**config.mk**
```make
export PLATFORM = sky130hd
export DESIGN_NAME = text_console_cursor_grid
export DESIGN_NICKNAME = d
export VERILOG_FILES = /design/src/hdl/tcg_pkg.sv /design/src/hdl/tcg_ctrl.sv /design/src/hdl/tcg_datapath.sv /design/src/hdl/text_console_cursor_grid.sv
export VERILOG_INCLUDE_DIRS = /design/src /design/src/hdl
export SDC_FILE = /design/constraint.sdc
export NUM_CORES = 1
export LEC_CHECK = 0
export BUFFER_PORTS_ARGS = -buffer_cell sky130_fd_sc_hd__buf_2
export CAP_MARGIN = 40
export CORE_MARGIN = 5
export CORE_UTILIZATION = 55
export CTS_CLUSTER_SIZE = 28
export DETAILED_ROUTE_END_ITERATION = 8
export HOLD_SLACK_MARGIN = 0.08
export PLACE_DENSITY = 0.76
export SKIP_LAST_GASP = 1
export SYNTH_ARGS = -nofsm -noshare
export SYNTH_HDL_FRONTEND = slang
export SYNTH_HIERARCHICAL = 1
export SYNTH_SLANG_ARGS = --single-unit
export TNS_END_PERCENT = 10
```
**constraint.sdc**
```tcl
create_clock -name clock -period 11 [get_ports clock]
set_input_delay 2.2 -clock clock [delete_from_list [all_inputs] [get_ports clock]]
set_output_delay 2.2 -clock clock [all_outputs]
set_load 0.01 [all_outputs]
```
**src/hdl/text_console_cursor_grid_macros.svh**
```systemverilog
// Assertion shorthands for the console cursor grid.
// Every property samples on clock and is off while reset is high.
`ifndef TEXT_CONSOLE_CURSOR_GRID_MACROS_SVH
`define TEXT_CONSOLE_CURSOR_GRID_MACROS_SVH

// Consequent holds in the same cycle as the antecedent.
`define TCG_ASSERT_SAME(label, ante, cons, msg) \
   label: assert property (@(posedge clock) disable iff (reset) (ante) |-> (cons)) \
      else $error(msg);

// Consequent holds in the cycle after the antecedent.
`define TCG_ASSERT_NEXT(label, ante, cons, msg) \
   label: assert property (@(posedge clock) disable iff (reset) (ante) |=> (cons)) \
      else $error(msg);

`endif

```
**src/hdl/tcg_pkg.sv**
```systemverilog
package tcg_pkg;

   // default grid limits
   localparam int DEF_MAX_COLUMNS = 160;
   localparam int DEF_MAX_ROWS    = 64;

   // field widths
   localparam int CODE_W     = 21;
   localparam int SLOT_W     = 8;
   localparam int ATTR_W     = 8;
   localparam int CFG_COLS_W = 8;
   localparam int CFG_ROWS_W = 7;
   localparam int OUT_ROW_W  = 6;
   localparam int OUT_COL_W  = 8;
   localparam int OUT_IDX_W  = 14;
   localparam int CELL_W     = 16;
   localparam int SCROLL_W   = 64;

   // control characters
   localparam logic [CODE_W-1:0] CH_NEWLINE   = 21'd10;
   localparam logic [CODE_W-1:0] CH_RETURN    = 21'd13;
   localparam logic [CODE_W-1:0] CH_BACKSPACE = 21'd8;
   localparam logic [CODE_W-1:0] CH_TAB       = 21'd9;
   localparam int                TAB_STOP     = 8;

   localparam logic [SLOT_W-1:0] BLANK_CHAR  = 8'h20;
   localparam logic [ATTR_W-1:0] RESET_ATTR  = 8'h07;
   localparam logic [CELL_W-1:0] RESET_BLANK = {RESET_ATTR, BLANK_CHAR};

   localparam logic [CFG_COLS_W-1:0] RESET_COLUMNS = 8'd80;
   localparam logic [CFG_ROWS_W-1:0] RESET_ROWS    = 7'd25;

   // register file
   localparam int CSR_IDX_W  = 2;
   localparam int CSR_DATA_W = 8;
   localparam logic [CSR_IDX_W-1:0] CSR_TEXT_ATTRIBUTE = 2'd0;
   localparam logic [CSR_IDX_W-1:0] CSR_GRID_COLUMNS   = 2'd1;
   localparam logic [CSR_IDX_W-1:0] CSR_GRID_ROWS      = 2'd2;

   typedef struct packed {
      logic [CODE_W-1:0] code_point;
      logic [SLOT_W-1:0] glyph_slot;
   } req_type;

   typedef struct packed {
      logic [OUT_ROW_W-1:0] cursor_row;
      logic [OUT_COL_W-1:0] cursor_col;
      logic                 cell_written;
      logic [OUT_IDX_W-1:0] cell_index;
      logic [CELL_W-1:0]    cell_value;
      logic                 scrolled;
      logic [SCROLL_W-1:0]  scroll_total;
   } rsp_type;

   typedef struct packed {
      logic clear_step;
      logic take;
      logic exec;
      logic scroll_prime;
      logic scroll_step;
      logic publish;
   } ctrl_cmd_type;

   typedef struct packed {
      logic clear_last;
      logic scroll_need;
      logic scroll_last;
   } ctrl_status_type;

endpackage

```
**src/hdl/tcg_ctrl.sv**
```systemverilog
module tcg_ctrl (
   input  logic                      clock,
   input  logic                      reset,
   input  logic                      req_valid,
   output logic                      req_ready,
   output logic                      rsp_valid,
   input  logic                      rsp_ready,
   input  tcg_pkg::ctrl_status_type  status,
   output tcg_pkg::ctrl_cmd_type     cmd
);
   import tcg_pkg::*;

   localparam logic [2:0] ST_CLEAR  = 3'd0;
   localparam logic [2:0] ST_IDLE   = 3'd1;
   localparam logic [2:0] ST_EXEC   = 3'd2;
   localparam logic [2:0] ST_PRIME  = 3'd3;
   localparam logic [2:0] ST_SCROLL = 3'd4;
   localparam logic [2:0] ST_HOLD   = 3'd5;

   logic [2:0] state_ff, state_in;
   logic       rsp_valid_ff, rsp_valid_in;
   logic       rsp_free;

   assign rsp_free  = !rsp_valid_ff || rsp_ready;
   assign rsp_valid = rsp_valid_ff;

   always_comb begin
      state_in  = state_ff;
      cmd       = '0;
      req_ready = 1'b0;
      unique case (state_ff)
         ST_CLEAR: begin
            cmd.clear_step = 1'b1;
            if (status.clear_last) state_in = ST_IDLE;
         end
         ST_IDLE: begin
            req_ready = 1'b1;
            if (req_valid) begin
               cmd.take = 1'b1;
               state_in = ST_EXEC;
            end
         end
         ST_EXEC: begin
            cmd.exec = 1'b1;
            state_in = status.scroll_need ? ST_PRIME : ST_HOLD;
         end
         ST_PRIME: begin
            cmd.scroll_prime = 1'b1;
            state_in         = ST_SCROLL;
         end
         ST_SCROLL: begin
            cmd.scroll_step = 1'b1;
            if (status.scroll_last) state_in = ST_HOLD;
         end
         ST_HOLD: begin
            // publish, and take the next word in the same cycle
            if (rsp_free) begin
               cmd.publish = 1'b1;
               req_ready   = 1'b1;
               if (req_valid) begin
                  cmd.take = 1'b1;
                  state_in = ST_EXEC;
               end else begin
                  state_in = ST_IDLE;
               end
            end
         end
         default: state_in = ST_CLEAR;
      endcase
   end

   always_comb begin
      if (cmd.publish) rsp_valid_in = 1'b1;
      else if (rsp_ready) rsp_valid_in = 1'b0;
      else rsp_valid_in = rsp_valid_ff;
   end

   always_ff @(posedge clock) begin
      if (reset) begin
         state_ff     <= ST_CLEAR;
         rsp_valid_ff <= 1'b0;
      end else begin
         state_ff     <= state_in;
         rsp_valid_ff <= rsp_valid_in;
      end
   end

endmodule

```
**src/hdl/tcg_datapath.sv**
```systemverilog
module tcg_datapath #(
   parameter int MAX_COLUMNS = tcg_pkg::DEF_MAX_COLUMNS,
   parameter int MAX_ROWS    = tcg_pkg::DEF_MAX_ROWS
) (
   input  logic                             clock,
   input  logic                             reset,
   input  logic                             csr_write_en,
   input  logic [tcg_pkg::CSR_IDX_W-1:0]    csr_index,
   input  logic [tcg_pkg::CSR_DATA_W-1:0]   csr_data,
   input  tcg_pkg::req_type                 req_data,
   output tcg_pkg::rsp_type                 rsp_data,
   input  tcg_pkg::ctrl_cmd_type            cmd,
   output tcg_pkg::ctrl_status_type         status
);
   import tcg_pkg::*;

   localparam int CELLS  = MAX_ROWS * MAX_COLUMNS;
   localparam int ADDR_W = (CELLS > 1) ? $clog2(CELLS) : 1;
   localparam int CNT_W  = $clog2(CELLS + 1);
   localparam int RA_W   = CNT_W + 1;
   localparam int ROW_W  = (MAX_ROWS > 1) ? $clog2(MAX_ROWS) : 1;
   localparam int COL_W  = (MAX_COLUMNS > 1) ? $clog2(MAX_COLUMNS) : 1;
   localparam int ECOL_W = $clog2(MAX_COLUMNS + 1);
   localparam int EROW_W = $clog2(MAX_ROWS + 1);
   localparam int SUM_W  = ECOL_W + 4;
   localparam int PROD_W = ROW_W + ECOL_W;
   localparam int TOT_W  = EROW_W + ECOL_W;

   // configuration
   logic [ATTR_W-1:0]     attr_ff;
   logic [CFG_COLS_W-1:0] cols_cfg_ff;
   logic [CFG_ROWS_W-1:0] rows_cfg_ff;
   logic [ECOL_W-1:0]     eff_cols;
   logic [EROW_W-1:0]     eff_rows;

   // cursor and item
   logic [ROW_W-1:0]    row_ff, row_next;
   logic [COL_W-1:0]    col_ff;
   logic [SUM_W-1:0]    col_sum;
   logic [CODE_W-1:0]   cp_ff;
   logic [SLOT_W-1:0]   slot_ff;
   logic                printable, wrap_chk, row_step, scroll_need;
   logic [PROD_W-1:0]   prod;
   logic [ADDR_W-1:0]   cell_addr;
   logic [CELL_W-1:0]   cell_val, blank_val;
   logic [SCROLL_W-1:0] scroll_cnt_ff;
   logic [CNT_W-1:0]    total_ff;
   logic [TOT_W-1:0]    total_prod;
   rsp_type             res_ff, rsp_ff;

   // grid store and sweep
   logic [CELL_W-1:0] grid_mem [0:CELLS-1];
   logic [CELL_W-1:0] rd_data_ff;
   logic              rd_ok_ff, rd_ok_in;
   logic [CNT_W-1:0]  sweep_ff, sweep_in;
   logic              mem_we, mem_re;
   logic [ADDR_W-1:0] mem_waddr, mem_raddr;
   logic [CELL_W-1:0] mem_wdata;
   logic [RA_W-1:0]   ra_wide;

   always_ff @(posedge clock) begin
      if (reset) begin
         attr_ff     <= RESET_ATTR;
         cols_cfg_ff <= RESET_COLUMNS;
         rows_cfg_ff <= RESET_ROWS;
      end else if (csr_write_en) begin
         unique case (csr_index)
            CSR_TEXT_ATTRIBUTE: attr_ff     <= csr_data;
            CSR_GRID_COLUMNS:   cols_cfg_ff <= csr_data;
            CSR_GRID_ROWS:      rows_cfg_ff <= csr_data[CFG_ROWS_W-1:0];
            default: ;
         endcase
      end
   end

   // clamp geometry into 1..max
   always_comb begin
      if (cols_cfg_ff == '0) eff_cols = ECOL_W'(1);
      else if (32'(cols_cfg_ff) > MAX_COLUMNS) eff_cols = ECOL_W'(MAX_COLUMNS);
      else eff_cols = ECOL_W'(cols_cfg_ff);
      if (rows_cfg_ff == '0) eff_rows = EROW_W'(1);
      else if (32'(rows_cfg_ff) > MAX_ROWS) eff_rows = EROW_W'(MAX_ROWS);
      else eff_rows = EROW_W'(rows_cfg_ff);
   end

   assign blank_val  = {attr_ff, BLANK_CHAR};
   assign cell_val   = {attr_ff, slot_ff};
   assign prod       = PROD_W'(row_ff) * PROD_W'(eff_cols);
   assign cell_addr  = ADDR_W'(prod + PROD_W'(col_ff));
   assign total_prod = TOT_W'(eff_rows) * TOT_W'(eff_cols);

   // cursor move for the held word
   always_comb begin
      row_next  = row_ff;
      col_sum   = SUM_W'(col_ff);
      printable = 1'b0;
      wrap_chk  = 1'b0;
      row_step  = 1'b0;
      if (cp_ff == CH_NEWLINE) begin
         col_sum  = '0;
         row_step = 1'b1;
      end else if (cp_ff == CH_RETURN) begin
         col_sum = '0;
      end else if (cp_ff == CH_BACKSPACE) begin
         if (col_ff != '0) begin
            col_sum = SUM_W'(col_ff) - SUM_W'(1);
         end else if (row_ff != '0) begin
            row_next = row_ff - ROW_W'(1);
            col_sum  = SUM_W'(eff_cols) - SUM_W'(1);
         end
      end else if (cp_ff == CH_TAB) begin
         col_sum  = (SUM_W'(col_ff) + SUM_W'(TAB_STOP)) & ~SUM_W'(TAB_STOP - 1);
         wrap_chk = 1'b1;
      end else begin
         printable = 1'b1;
         col_sum   = SUM_W'(col_ff) + SUM_W'(1);
         wrap_chk  = 1'b1;
      end
      if (wrap_chk && (col_sum >= SUM_W'(eff_cols))) begin
         col_sum  = '0;
         row_step = 1'b1;
      end
      // a scroll leaves the cursor on the bottom row, where it already is
      scroll_need = row_step && ((32'(row_ff) + 32'd1) >= 32'(eff_rows));
      if (row_step && !scroll_need) row_next = row_ff + ROW_W'(1);
   end

   always_ff @(posedge clock) begin
      if (reset) begin
         row_ff        <= '0;
         col_ff        <= '0;
         scroll_cnt_ff <= '0;
      end else if (cmd.take) begin
         if (32'(row_ff) >= 32'(eff_rows)) row_ff <= ROW_W'(eff_rows - EROW_W'(1));
         if (32'(col_ff) >= 32'(eff_cols)) col_ff <= COL_W'(eff_cols - ECOL_W'(1));
      end else if (cmd.exec) begin
         row_ff        <= row_next;
         col_ff        <= COL_W'(col_sum);
         scroll_cnt_ff <= scroll_cnt_ff + SCROLL_W'(scroll_need);
      end
   end

   always_ff @(posedge clock) begin
      if (cmd.take) begin
         cp_ff    <= req_data.code_point;
         slot_ff  <= req_data.glyph_slot;
         total_ff <= CNT_W'(total_prod);
      end
      if (cmd.exec) begin
         res_ff.cursor_row   <= OUT_ROW_W'(row_next);
         res_ff.cursor_col   <= OUT_COL_W'(col_sum);
         res_ff.cell_written <= printable;
         res_ff.cell_index   <= printable ? OUT_IDX_W'(cell_addr) : '0;
         res_ff.cell_value   <= printable ? cell_val : '0;
         res_ff.scrolled     <= scroll_need;
         res_ff.scroll_total <= scroll_cnt_ff + SCROLL_W'(scroll_need);
      end
      if (cmd.publish) rsp_ff <= res_ff;
   end

   assign rsp_data = rsp_ff;

   // write port: clear sweep, cell store, scroll sweep
   always_comb begin
      mem_we    = 1'b0;
      mem_waddr = '0;
      mem_wdata = '0;
      mem_re    = 1'b0;
      mem_raddr = '0;
      ra_wide   = '0;
      rd_ok_in  = rd_ok_ff;
      sweep_in  = sweep_ff;
      if (cmd.clear_step) begin
         mem_we    = 1'b1;
         mem_waddr = sweep_ff[ADDR_W-1:0];
         mem_wdata = RESET_BLANK;
         sweep_in  = sweep_ff + CNT_W'(1);
      end
      if (cmd.exec && printable) begin
         mem_we    = 1'b1;
         mem_waddr = cell_addr;
         mem_wdata = cell_val;
      end
      if (cmd.scroll_prime) begin
         sweep_in  = '0;
         ra_wide   = RA_W'(eff_cols);
         rd_ok_in  = ra_wide < RA_W'(total_ff);
         mem_re    = rd_ok_in;
         mem_raddr = ra_wide[ADDR_W-1:0];
      end
      if (cmd.scroll_step) begin
         mem_we    = 1'b1;
         mem_waddr = sweep_ff[ADDR_W-1:0];
         mem_wdata = rd_ok_ff ? rd_data_ff : blank_val;
         ra_wide   = RA_W'(sweep_ff) + RA_W'(1) + RA_W'(eff_cols);
         rd_ok_in  = ra_wide < RA_W'(total_ff);
         mem_re    = rd_ok_in;
         mem_raddr = ra_wide[ADDR_W-1:0];
         sweep_in  = sweep_ff + CNT_W'(1);
      end
   end

   always_ff @(posedge clock) begin
      if (reset) begin
         sweep_ff <= '0;
         rd_ok_ff <= 1'b0;
      end else begin
         sweep_ff <= sweep_in;
         rd_ok_ff <= rd_ok_in;
      end
   end

   always_ff @(posedge clock) begin
      if (mem_we) grid_mem[mem_waddr] <= mem_wdata;
      if (mem_re) rd_data_ff <= grid_mem[mem_raddr];
   end

   assign status.clear_last  = (sweep_ff == CNT_W'(CELLS - 1));
   assign status.scroll_need = scroll_need;
   assign status.scroll_last = (sweep_ff == (total_ff - CNT_W'(1)));

endmodule

```
**src/hdl/text_console_cursor_grid.sv**
```systemverilog
// Text console cursor grid: takes one decoded character word per handshake and keeps a
// grid of 16-bit cells (attribute in the high byte, glyph slot in the low byte) plus a
// cursor, returning one result word per character with the new cursor, the cell it wrote
// and the running scroll count. After reset the block sweeps all MAX_ROWS*MAX_COLUMNS
// cells of the store (10240 at the defaults) to blank cells, one cell a cycle;
// req_ready stays low until that pass ends, while register writes are taken at any time.
// An ordinary character or control is accepted, which clamps the cursor, then executed,
// which moves the cursor and stores the cell; the result then sits in an output register,
// and the next word is accepted in the same cycle the previous result is handed over. A
// scroll adds a priming step and a sweep over the rows*columns cells, through the single
// write port of the cell store: each cell is copied up one row through the registered read
// port, then the last row is written blank with the current attribute. The grid geometry
// and attribute registers must only be written while no word is in flight.
`include "text_console_cursor_grid_macros.svh"

module text_console_cursor_grid #(
   parameter int MAX_COLUMNS = tcg_pkg::DEF_MAX_COLUMNS,
   parameter int MAX_ROWS    = tcg_pkg::DEF_MAX_ROWS
) (
   input  logic                           clock,
   input  logic                           reset,
   input  logic                           req_valid,
   output logic                           req_ready,
   input  tcg_pkg::req_type               req_data,
   output logic                           rsp_valid,
   input  logic                           rsp_ready,
   output tcg_pkg::rsp_type               rsp_data,
   input  logic                           csr_write_en,
   input  logic [tcg_pkg::CSR_IDX_W-1:0]  csr_index,
   input  logic [tcg_pkg::CSR_DATA_W-1:0] csr_data
);
   import tcg_pkg::*;

   ctrl_cmd_type    cmd;
   ctrl_status_type status;

   // sequencer: clear pass, accept, execute, scroll sweep, hand over
   tcg_ctrl u_ctrl (
      .clock     (clock),
      .reset     (reset),
      .req_valid (req_valid),
      .req_ready (req_ready),
      .rsp_valid (rsp_valid),
      .rsp_ready (rsp_ready),
      .status    (status),
      .cmd       (cmd)
   );

   // registers, cursor arithmetic, cell store and result registers
   tcg_datapath #(
      .MAX_COLUMNS (MAX_COLUMNS),
      .MAX_ROWS    (MAX_ROWS)
   ) u_datapath (
      .clock        (clock),
      .reset        (reset),
      .csr_write_en (csr_write_en),
      .csr_index    (csr_index),
      .csr_data     (csr_data),
      .req_data     (req_data),
      .rsp_data     (rsp_data),
      .cmd          (cmd),
      .status       (status)
   );

   // hold off input while the store is being cleared
   `TCG_ASSERT_SAME(a_no_accept_in_clear, cmd.clear_step, !req_ready, "word accepted during clear pass")

   // every accepted word is executed in the following cycle
   `TCG_ASSERT_NEXT(a_accept_then_exec, req_valid && req_ready, cmd.exec, "accepted word not executed")

   // no cell written means index and value read as zero
   `TCG_ASSERT_SAME(a_idle_cell_zero, rsp_valid && !rsp_data.cell_written, (rsp_data.cell_index == '0) && (rsp_data.cell_value == '0), "unwritten cell fields not zero")

   // a scrolled result never comes straight out of execute
   `TCG_ASSERT_NEXT(a_scroll_sweeps, cmd.exec && status.scroll_need, cmd.scroll_prime, "scroll skipped the grid sweep")

endmodule
```
==> metrics.yaml, run 1 <==
status: "finished clean"
synth.distinct_cells: 76
async_flop_share: 0
vias_per_cell: 5.616
ant_nets: 0
synth_top_cell_area_share: 0.3976
rsz0062_at_grt: "false"
worst_slew_pin_slew_ns: 0.8746
period_needed_ns: 8.142
cp_slowest_cell: "dfxtp_1"
finalSetupViolations: 0
cts_buffers: 40
syn2layout_area_growth_pct: 12.71
finalClockSkew_ns: 0.02707
route.met3.wl_um: 2836
clk_pin_slew_ns: 0.07
final_util: 0.6294
drive_gt1_frac: 0.1419
tns_ns: 0
required_ns: 11.45
syn_area_per_cell_um2: 11.02
placed_area_um2: 21040
die_h_um: 200.0
cts_root_buf: "clkbuf_16"
grt_pass1_wl_um: 70310
ys_top_cells_by_area: "edfxtp_1 (40%), dfxtp_1 (12%), ha_1 (6.6%)"
yosysSeqAreaShare: 0.5176
synth-seq-cells: 382
via_count: 13670
synth_area_um2: 19860
synth_compound_area_frac: 0.06961
finalHoldViolations: 0
diodes: 0
synth_top_family_by_area: "simple AND/OR/NAND/NOR gates"
fin_nets: 2148
antenna_found_initial: 0
initial_core_util: 0.5584
cts.path.max_buffers: 3
startpoint: "u_datapath/cols_cfg_ff[7]"
synth_simple_gate_area_share: 0.1601
max_freq_mhz: 122.8
hpwl_um: 32420
critPathKind: "flip-flop to flip-flop"
timing.slew.headroom: 0.4119
htreeDepth: 2
endpoint: "u_datapath/scroll_cnt_ff[58]"
placementRows: 69
cts_hold_buffers: 0
clk_latency_ns: 0.54
p_per_area_nw_per_um2: 134.9
setup.worst_path.start_class: "flip-flop"
cap_violations: 0
endpoint_kind: "flip-flop"
hold_class: "flip-flop to flip-flop"
fin_area_um2: 22390
synth_ff_type: "edfxtp_1"
drt-initial-drc-count: 914
syn_nets: 2009
grt.total_usage: 0.2218
r2r-end: "u_datapath/scroll_cnt_ff[58]"
cts_tree: "built"
cts_resized: 0
rrSetupSlack_ns: 2.86
synth_largest_area_cell: "edfxtp_1"
whs_ns: 0.4120
synthAdderAreaFrac: 0.1246
ir_drop_mv: 0.1216
postCtsSetupRepairBufs: 0
grt_max_degree: 75
syn_inst: 1802
drt_first_pass_iters: 5
drc: 0
routed_wl_um: 44720
wl_met1_um: 18510
ys_warn_count: 6
wl_met2_um: 22120
fin_crit_sh: 0.7401
gr-total-overflow: 0
wl_per_cell_um: 18.37
synth_mux_area_frac: 0.01525
rr_worst_depth: 30
synth-edff-count: 263
crit_arrival_ns: 8.59
drv_slew: 0
critical_path_peak_fanout: 15
port_buffers: 155
clock_sinks: 382
timing.rr.start: "u_datapath/cols_cfg_ff[7]"
die_w_um: 200.0
slowest_delay_ns: 0.72
leakage_nw: 8.673
gp_routability_congestion: 0.9438
die_area_um2: 40010
synth-xor-area-share: 0.07276
core_um2: 35570
io_pins: 156
topRoutingLayerUsed: "met4"
first_global_vias: 13330
==> how the worst min path moves through the flow <==
stage / endpoint / depth (start not counted) / startpoint / slack (ns)
global placement: u_datapath/rsp_data[95] / 0 / u_datapath/res_ff[95] / 0.40
finish: u_datapath/rsp_data[47] / 0 / u_datapath/res_ff[47] / 0.41
detailed placement: u_datapath/rsp_data[33] / 0 / u_datapath/res_ff[33] / 0.40
CTS: u_datapath/rsp_data[47] / 0 / u_datapath/res_ff[47] / 0.41
global route: u_datapath/rsp_data[47] / 0 / u_datapath/res_ff[47] / 0.41
floorplan: u_datapath/rsp_data[0] / 0 / u_datapath/res_ff[0] / 0.40
==> stage by stage <==
| step | setup slack, ns | total power, mW | cells |
|---|---|---|---|
| 2_1_floorplan | 0.3502 | 1.654 | 1802 |
| 3_3_place_gp | 3.395 | 1.691 | 2357 |
| 3_5_place_dp | 3.122 | 1.694 | 2360 |
| 4_1_cts | 3.035 | 3.053 | 2434 |
| 5_1_grt | 2.117 | 3.136 | 2434 |
| 6_report | 2.858 | 3.019 | 2434 |
==> Yosys cell counts, drive strengths merged, types with 9 or more instances <==
master,n
nand2b,11
a21oi,77
nand2,154
nor4,15
nand3,50
a211oi,13
and3,41
nor3,47
nor2,202
buf,13
o21ai,44
ha,105
nor2b,21
a211o,10
inv,115
edfxtp,263
xnor2,92
nand4,22
xor2,73
and2,20
mux2,10
fa,58
mux2i,19
clkbuf,64
dfxtp,119
or3,34
or2,9
a21o,14
==> layer usage <==
layer / vias to the layer above / GRT usage
met3: 76 / 0.03357
met2: 434 / 0.3755
met1: 6574 / 0.2982
met5: - / 0
li1: 6586 / -
met4: 0 / 0.06843
==> report_power, final <==
group | internal, mW | switching (mW)
sequential | 1.53 | 0.00576
combinational | 0.0533 | 0.0768
clock | 0.818 | 0.538
total | 2.40 | 0.621
==> kinds of logic after synthesis <==
logic type	Yosys count
AO/OA/AOI/OAI	217
XOR/XNOR	165
adder cells (fa/ha/maj)	163
buffers and inverters	194
flip-flops	382
multiplexers	29
AND/OR/NAND/NOR	652
==> sequential cells by signal, indices dropped and copies added, names as in the netlist <==
register,cells
u_ctrl/rsp_valid,1
u_datapath/col_ff,8
u_datapath/rows_cfg_ff,7
u_datapath/cp_ff,21
u_datapath/res_ff,110
u_datapath/rsp_data,110
u_datapath/sweep_ff,14
u_ctrl/state_ff,3
u_datapath/cols_cfg_ff,8
u_datapath/row_ff,6
u_datapath/attr_ff,8
u_datapath/slot_ff,8
u_datapath/total_ff,14
u_datapath/scroll_cnt_ff,64
==> cell type report <==
type / instances / area (µm²)
Fill cell: 2874 / 13180
Sequential cell: 382 / 10280
Multi-Input combinational cell: 1226 / 8802
Clock buffer: 56 / 1132
Timing Repair Buffer: 174 / 942.2
Tap cell: 461 / 576.8
Inverter: 117 / 441.7
Clock inverter: 18 / 211.5
==> layout by cell type (no fill, tap or decap), types with 43 or more instances in the layout <==
| cell type | count |
|---|---|
| nand3_1 | 50 |
| o21ai_0 | 43 |
| nor2_1 | 201 |
| xnor2_1 | 92 |
| edfxtp_1 | 263 |
| xor2_1 | 73 |
| nand2_1 | 154 |
| nor3_1 | 43 |
| a21oi_1 | 77 |
| buf_2 | 155 |
| dfxtp_1 | 119 |
| inv_1 | 112 |
| fa_1 | 58 |
| ha_1 | 105 |
==> worst max-delay path: cells and delay by family, from the launching register on <==
kind	cells	cell delay, ns
buffers and inverters	3	0.56
AOI/OAI and AO/OA	7	1.59
DFF	1	0.72
adders and majority gates	4	1.00
and+or+nand+nor	16	4.13
Note: power is estimated with default switching activity, not from simulation.
==> run 2, diff against run 1 <==
--- a/config.mk
+++ b/config.mk
@@ -6,6 +6,7 @@
 export SDC_FILE = /design/constraint.sdc
 export NUM_CORES = 1
 export LEC_CHECK = 0
+export ABC_AREA = 1
 export BUFFER_PORTS_ARGS = -buffer_cell sky130_fd_sc_hd__buf_2
 export CAP_MARGIN = 40
 export CORE_MARGIN = 5
==> constraint.sdc (replaced) <==
create_clock -name clock -period 6.79 [get_ports clock]
set_input_delay 1.358 -clock clock [delete_from_list [all_inputs] [get_ports clock]]
set_output_delay 1.358 -clock clock [all_outputs]
set_load 0.01 [all_outputs]
==> run 2 against run 1 <==
Via count is 13% higher; worst hold slack worse by 0.015 ns; register-to-register slack worse by 1.9 ns; first-iteration DRC count is 2.4% higher; clock power is 57% higher; clock skew is 0.0014 ns higher; non-clock buffer count is 1 lower; final area is 4.8% higher; highest routed layer unchanged.
==> metrics.yaml, run 2 <==
status: "finished clean"
cts.path.max_buffers: 3  # unchanged
critPathKind: "flip-flop to flip-flop"
via_count: 15490  # +13%
first_global_vias: 15110  # +13%
synth.most_common_cell: "nand2_1"
synth.distinct_cells: 56  # -26%
crit_arrival_ns: 6.29  # -2.30 ns
die_w_um: 204.3  # +2.2%
timing.rr.start: "u_datapath/cp_ff[17]"
cts_tree: "built"
final_common_cell: "nand2_1"
port_buffers: 155  # unchanged
route.met3.wl_um: 2481  # -13%
async_flop_share: 0  # unchanged
leakage_nw: 10.48  # +21%
synth_top_cell_area_share: 0.3802  # -0.01746
wl_met1_um: 20380  # +10%
fin_crit_sh: 0.8578  # +0.1176
cts_hold_buffers: 0  # unchanged
power.total_mw: 5.191  # +72%
drt-initial-drc-count: 936  # +2.4%
syn_area_per_cell_um2: 9.311  # -16%
htreeDepth: 2  # unchanged
timing.slew.headroom: 0.4711  # +0.05919
finalHoldViolations: 0  # unchanged
required_ns: 7.25  # -4.20 ns
synth_ff_type: "edfxtp_1"
path_common_cell: "nand2_1"
syn_inst: 2231  # +24%
topRoutingLayerUsed: "met4"
ys_top_cells_by_area: "edfxtp_1 (38%), dfxtp_1 (11%), nand2_1 (6.7%)"
grt_max_degree: 102  # +36%
yosysSeqAreaShare: 0.4949  # -0.02273
gp_routability_congestion: 0.9200  # -2.5%
fill_cells: 3124  # +8.7%
syn_nets: 2438  # +21%
finalSetupViolations: 0  # unchanged
critPathTopFamily: "simple AND/OR/NAND/NOR gates"
drc: 0  # unchanged
cts_buffers: 40  # unchanged
diodes: 0  # unchanged
placementRows: 71  # +2.9%
period_needed_ns: 5.824  # -2.317 ns
core_um2: 37490  # +5.4%
cts_resized: 0  # unchanged
grt.total_usage: 0.2352  # +0.01341
drive_gt1_frac: 0.1291  # -0.01284
die_area_um2: 41760  # +4.4%
die_h_um: 204.3  # +2.2%
slowest_delay_ns: 0.57  # -0.15 ns
vias_per_cell: 5.275  # -6.1%
cp_slowest_cell: "a21oi_1"
io_pins: 156  # unchanged
synth-seq-cells: 382  # unchanged
hpwl_um: 36820  # +14%
critical_path_peak_fanout: 14  # -1
clk_pin_slew_ns: 0.06  # about the same
tns_ns: 0  # unchanged
initial_core_util: 0.5541  # -0.004258
wl_met2_um: 24870  # +12%
layout_common_cells: "nand2_1 (369), inv_1 (366), edfxtp_1 (263)"
grt_pass1_wl_um: 78470  # +12%
synthTopCellsByCount: "nand2_1 (370), inv_1 (366), edfxtp_1 (263)"
postCtsSetupRepairBufs: 0  # unchanged
drv_slew: 0  # unchanged
antenna_found_initial: 0  # unchanged
rsz0062_at_grt: "false"
path_buf_inv: 3  # unchanged
fin_nets: 2600  # +21%
setup.worst_path.start_class: "flip-flop"
ant_nets: 0  # unchanged
ys_warn_count: 6  # unchanged
routed_wl_um: 49370  # +10%
synth_largest_area_cell: "edfxtp_1"
r2r-end: "u_datapath/scroll_cnt_ff[62]"
rr_worst_depth: 37  # +23%
gr-total-overflow: 0  # unchanged
min_from: "u_datapath/res_ff[85]"
endpoint_kind: "flip-flop"
hold_path_depth: 0  # unchanged
drt_first_pass_iters: 6  # +1
p_per_area_nw_per_um2: 221.3  # +64%
clk_latency_ns: 0.57  # +0.03 ns
ir_drop_mv: 0.2331  # +92%
worst_slew_pin_slew_ns: 0.7933  # -0.08131 ns
wl_per_cell_um: 16.81  # -8.5%
syn2layout_area_growth_pct: 12.90
synth_area_um2: 20770  # +4.6%
cts_root_buf: "clkbuf_16"
rrSetupSlack_ns: 0.97  # -1.89 ns
finalClockSkew_ns: 0.02846  # +0.001386 ns
hold_end: "u_datapath/rsp_data[85]"
clock_sinks: 382  # unchanged
cap_violations: 0  # unchanged
max_freq_mhz: 171.7  # +40%
synth-edff-count: 263  # unchanged
hold_class: "flip-flop to flip-flop"
run 2: cell families after synthesis:
family | Yosys count | share of synthesized area
and+or+nand+nor | 841 | 0.1817
xor gates and xnor gates | 114 | 0.04843
adders and majority gates | 163 | 0.1191
AOI/OAI and AO/OA | 294 | 0.07559
buffers and inverters | 437 | 0.08029
DFF | 382 | 0.4948
run 2: how the worst max path moves through the flow:
stage / cells past startpoint / to / startpoint / slack [ns]
global route: 37 / u_datapath/scroll_cnt_ff[62] / u_datapath/cp_ff[17] / 0.48
floorplan: 10 / u_datapath/col_ff[1] / u_ctrl/state_ff[2] / 0.28
CTS: 37 / u_datapath/scroll_cnt_ff[62] / u_datapath/cp_ff[15] / 0.98
finish: 37 / u_datapath/scroll_cnt_ff[62] / u_datapath/cp_ff[17] / 0.97
global placement: 37 / u_datapath/scroll_cnt_ff[62] / u_datapath/cp_ff[15] / 1.15
detailed placement: 37 / u_datapath/scroll_cnt_ff[62] / u_datapath/cp_ff[15] / 0.99
run 2: layout make-up:
cell class,instances,area (µm²),share of cell area
Timing Repair Buffer,173,930.9,0.03969
Multi-Input combinational cell,1412,8860,0.3778
Sequential cell,382,10280,0.4383
Clock inverter,16,186.4,0.007949
Clock buffer,58,1110,0.04732
Tap cell,511,639.4,0.02726
Inverter,384,1446,0.06167
run 2: metrics by stage:
| stage | setup slack, ns | cell area, µm² | util | hold WS, ns | instances |
|---|---|---|---|---|---|
| final | 0.9659 | 23450 | 0.6256 | 0.3965 | 2936 |
| after global placement | 1.154 | 22130 | 0.5903 | 0.4005 | 2861 |
| after detailed placement | 0.9919 | 22160 | 0.5910 | 0.4045 | 2862 |
| after global routing | 0.4802 | 23450 | 0.6256 | 0.4125 | 2936 |
| after floorplan | 0.2817 | 20770 | - | 0.4003 | 2231 |
| after CTS | 0.9802 | 23450 | 0.6256 | 0.3952 | 2936 |
run 2: report_power, final:
part	internal [mW]	switching [mW]	leakage (nW)
Clock	1.23	0.903	0.627
Combinational	0.170	0.321	6.45
Sequential	2.53	0.0362	3.40
run 2: per-layer routing:
layer  vias to the layer above  global-route usage
met4                         0             0.08662
met1                      7352              0.2998
met5                         -                   0
met2                       437              0.4149
li1                       7604                   -
met3                        94             0.02745
run 2: worst reg2reg max path, delay by kind of cell, from the launching register on:
family          cells  cell delay [ns]
fa+ha+maj           3             0.86
simple gates       26             2.78
buf+inv             3             0.29
compound gates      4             1.30
xor+xnor            1             0.17
flops               1             0.36
==> run 3, diff against run 2 <==
--- a/config.mk
+++ b/config.mk
@@ -6,7 +6,6 @@
 export SDC_FILE = /design/constraint.sdc
 export NUM_CORES = 1
 export LEC_CHECK = 0
-export ABC_AREA = 1
 export BUFFER_PORTS_ARGS = -buffer_cell sky130_fd_sc_hd__buf_2
 export CAP_MARGIN = 40
 export CORE_MARGIN = 5
==> run 3 against run 2 <==
Routed wire length decreased by 8.9%; worst hold slack improved by 0.0099 ns; maximum frequency decreased by 10%; first-iteration DRC count decreased by 0.96%; sequential share of layout area increased by 1.5 points; die area decreased by 4.2%; largest cell class unchanged; highest routed layer unchanged.
==> metrics.yaml, run 3 (same netlist as run 1, synthesis figures left out) <==
critPathKind: "flip-flop to flip-flop"
hold_path_depth: 0  # unchanged
fill_cells: 2795  # -11%
path_common_cell: "ha_1"
placed_area_um2: 21260  # -4.0%
first_global_vias: 14010  # -7.3%
ant_nets: 0  # unchanged
crit_arrival_ns: 6.93  # +0.64 ns
final_common_cell: "edfxtp_1"
rrSetupSlack_ns: 0.32  # -0.65 ns
period_needed_ns: 6.471  # +0.6467 ns
endpoint_kind: "flip-flop"
finalHoldViolations: 0  # unchanged
grt.total_usage: 0.2274  # -0.007811
fin_nets: 2180  # -16%
ir_drop_mv: 0.2471  # +6.0%
setup.worst_path.start_class: "flip-flop"
clock_sinks: 382  # unchanged
power_frac_seq: 0.502  # +0.008
die_area_um2: 40010  # -4.2%
cts.path.max_buffers: 3  # unchanged
slowest_delay_ns: 0.61  # +0.04 ns
critical_path_peak_fanout: 7  # -7
required_ns: 7.25  # about the same
drive_gt1_frac: 0.1613  # +0.03219
cts_tree: "built"
vias_per_cell: 5.611  # +6.4%
hold_end: "u_datapath/rsp_data[64]"
power.total_mw: 4.944  # -4.8%
clk_latency_ns: 0.54  # -0.03 ns
leakage_nw: 8.865  # -15%
layout_common_cells: "edfxtp_1 (263), nor2_1 (199), buf_2 (154), nand2_1 (154), dfxtp_1 (118)"
comb_power_share: 0.044  # -0.051
drt_first_pass_iters: 5  # -1
finalSetupViolations: 0  # unchanged
status: "finished clean"
gp_routability_congestion: 0.9201  # about the same
cts_root_buf: "clkbuf_16"
fin_crit_sh: 0.9530  # +0.09524
clk_pin_slew_ns: 0.06  # about the same
timing.slew.headroom: 0.4168  # -0.05432
io_pins: 156  # unchanged
diodes: 0  # unchanged
worst_slew_pin_slew_ns: 0.8656  # +0.07233 ns
clkPwrFrac: 0.454  # +0.043
timing.rr.start: "u_datapath/col_ff[0]"
p_per_area_nw_per_um2: 218.0  # -1.5%
p_switching_mw: 1.018  # -19%
max_freq_mhz: 154.5  # -10%
swShare: 0.2060  # -0.03684
finalClockSkew_ns: 0.02329  # -0.005168 ns
port_buffers: 155  # unchanged
r2r-end: "u_datapath/scroll_cnt_ff[63]"
routed_wl_um: 44970  # -8.9%
rr_worst_depth: 25  # -32%
cap_violations: 0  # unchanged
hpwl_um: 32360  # -12%
fin_ws_ns: 0.3192  # -0.6467 ns
hold_class: "flip-flop to flip-flop"
core_um2: 35570  # -5.1%
htreeDepth: 2  # unchanged
initial_core_util: 0.5584  # +0.004258
place_ws_ns: -0.03417  # -1.026 ns
min_from: "u_datapath/res_ff[64]"
gr-total-overflow: 0  # unchanged
cts_buffers: 39  # -2.5%
antenna_found_initial: 0  # unchanged
grt_pass1_wl_um: 72880  # -7.1%
placementRows: 69  # -2.8%
die_h_um: 200.0  # -2.1%
fin_area_um2: 22680  # -3.3%
cp_slowest_cell: "or4_4"
intPower_mw: 3.925  # -0.12%
syn2layout_area_growth_pct: 14.19
grt_max_degree: 67  # -34%
via_count: 13830  # -11%
wl_per_cell_um: 18.25  # +8.6%
die_w_um: 200.0  # -2.1%
drt-initial-drc-count: 927  # -0.96%
cts_hold_buffers: 0  # unchanged
drv_slew: 0  # unchanged
drc: 0  # unchanged
## run 3: cell count changes in the layout (fill, tap and decap cells not counted), sizes merged, moves of 19 or more
| cell | previous run | this run |
|---|---|---|
| o21ai | 133 | 44 |
| or3 | 2 | 34 |
| nand3 | 85 | 50 |
| nor2 | 256 | 202 |
| xor2 | 103 | 73 |
| and3 | 0 | 41 |
| xnor2 | 11 | 92 |
| nand2 | 389 | 154 |
| a21oi | 124 | 77 |
| mux2i | 0 | 19 |
| nor2b | 0 | 21 |
| inv | 382 | 118 |
| buf | 173 | 207 |
## run 3: critical path: cells and delay by family, from the launching register on
kind | cells | cell delay, ns
compound gates | 5 | 0.89
buf+inv | 2 | 0.22
fa+ha+maj | 3 | 0.72
flops | 1 | 0.37
simple gates | 15 | 4.17
## run 3: final cells by class
| cell class | instances | area [µm²] | area share |
|---|---|---|---|
| Tap cell | 461 | 576.8 | 0.02543 |
| Inverter | 117 | 441.7 | 0.01947 |
| Clock buffer | 46 | 1032 | 0.04551 |
| Timing Repair Buffer | 207 | 1169 | 0.05153 |
| Multi-Input combinational cell | 1226 | 8853 | 0.3904 |
| Sequential cell | 382 | 10280 | 0.4533 |
| Clock inverter | 25 | 325.3 | 0.01434 |
## run 3: what timing repair did
action                     in CTS  in global routing
setup endpoints to repair       5                 42
buffers inserted                2                  0
pin swaps                       1                  1
gates resized for setup         1                 12
## run 3: layer usage
metal	global-route usage	vias up	share of wire
li1	-	6630	-
met1	0.2925	6690	0.41
met2	0.3981	419	0.50
met3	0.03793	86	0.060
met4	0.06843	0	0.027
met5	0	-	0
## run 3: power groups by stage
| stage | Sequential [mW] | Combinational, mW | Clock [mW] |
|---|---|---|---|
| 6_report | 2.48 | 0.217 | 2.25 |
| 5_1_grt | 2.48 | 0.245 | 2.40 |
| 4_1_cts | 2.48 | 0.218 | 2.30 |
| 3_5_place_dp | 2.53 | 0.217 | 0 |
| 3_3_place_gp | 2.53 | 0.211 | 0 |
| 2_1_floorplan | 2.53 | 0.152 | 0 |
## run 3: worst max-delay path by stage
stage	start	to	slack [ns]	cells after the start
3_3_place_gp	u_datapath/col_ff[0]	u_datapath/scroll_cnt_ff[58]	0.24	27
2_1_floorplan	u_ctrl/state_ff[0]	u_datapath/scroll_cnt_ff[35]	0.004	7
4_1_cts	u_datapath/col_ff[0]	u_datapath/scroll_cnt_ff[63]	0.11	26
3_5_place_dp	u_datapath/col_ff[0]	u_datapath/scroll_cnt_ff[62]	-0.03	27
6_report	u_datapath/col_ff[0]	u_datapath/scroll_cnt_ff[63]	0.32	25
5_1_grt	u_datapath/cp_ff[10]	u_datapath/scroll_cnt_ff[63]	-0.06	24
## run 3: per-stage QoR
step | TNS [ns] | hold slack [ns] | std cells | utilization
2_1_floorplan | 0 | 0.4003 | 1802 | -
3_3_place_gp | 0 | 0.4002 | 2391 | 0.5977
3_5_place_dp | -0.03743 | 0.4045 | 2391 | 0.5977
4_1_cts | 0 | 0.3931 | 2464 | 0.6365
5_1_grt | -0.09959 | 0.4180 | 2464 | 0.6376
6_report | 0 | 0.4064 | 2464 | 0.6376
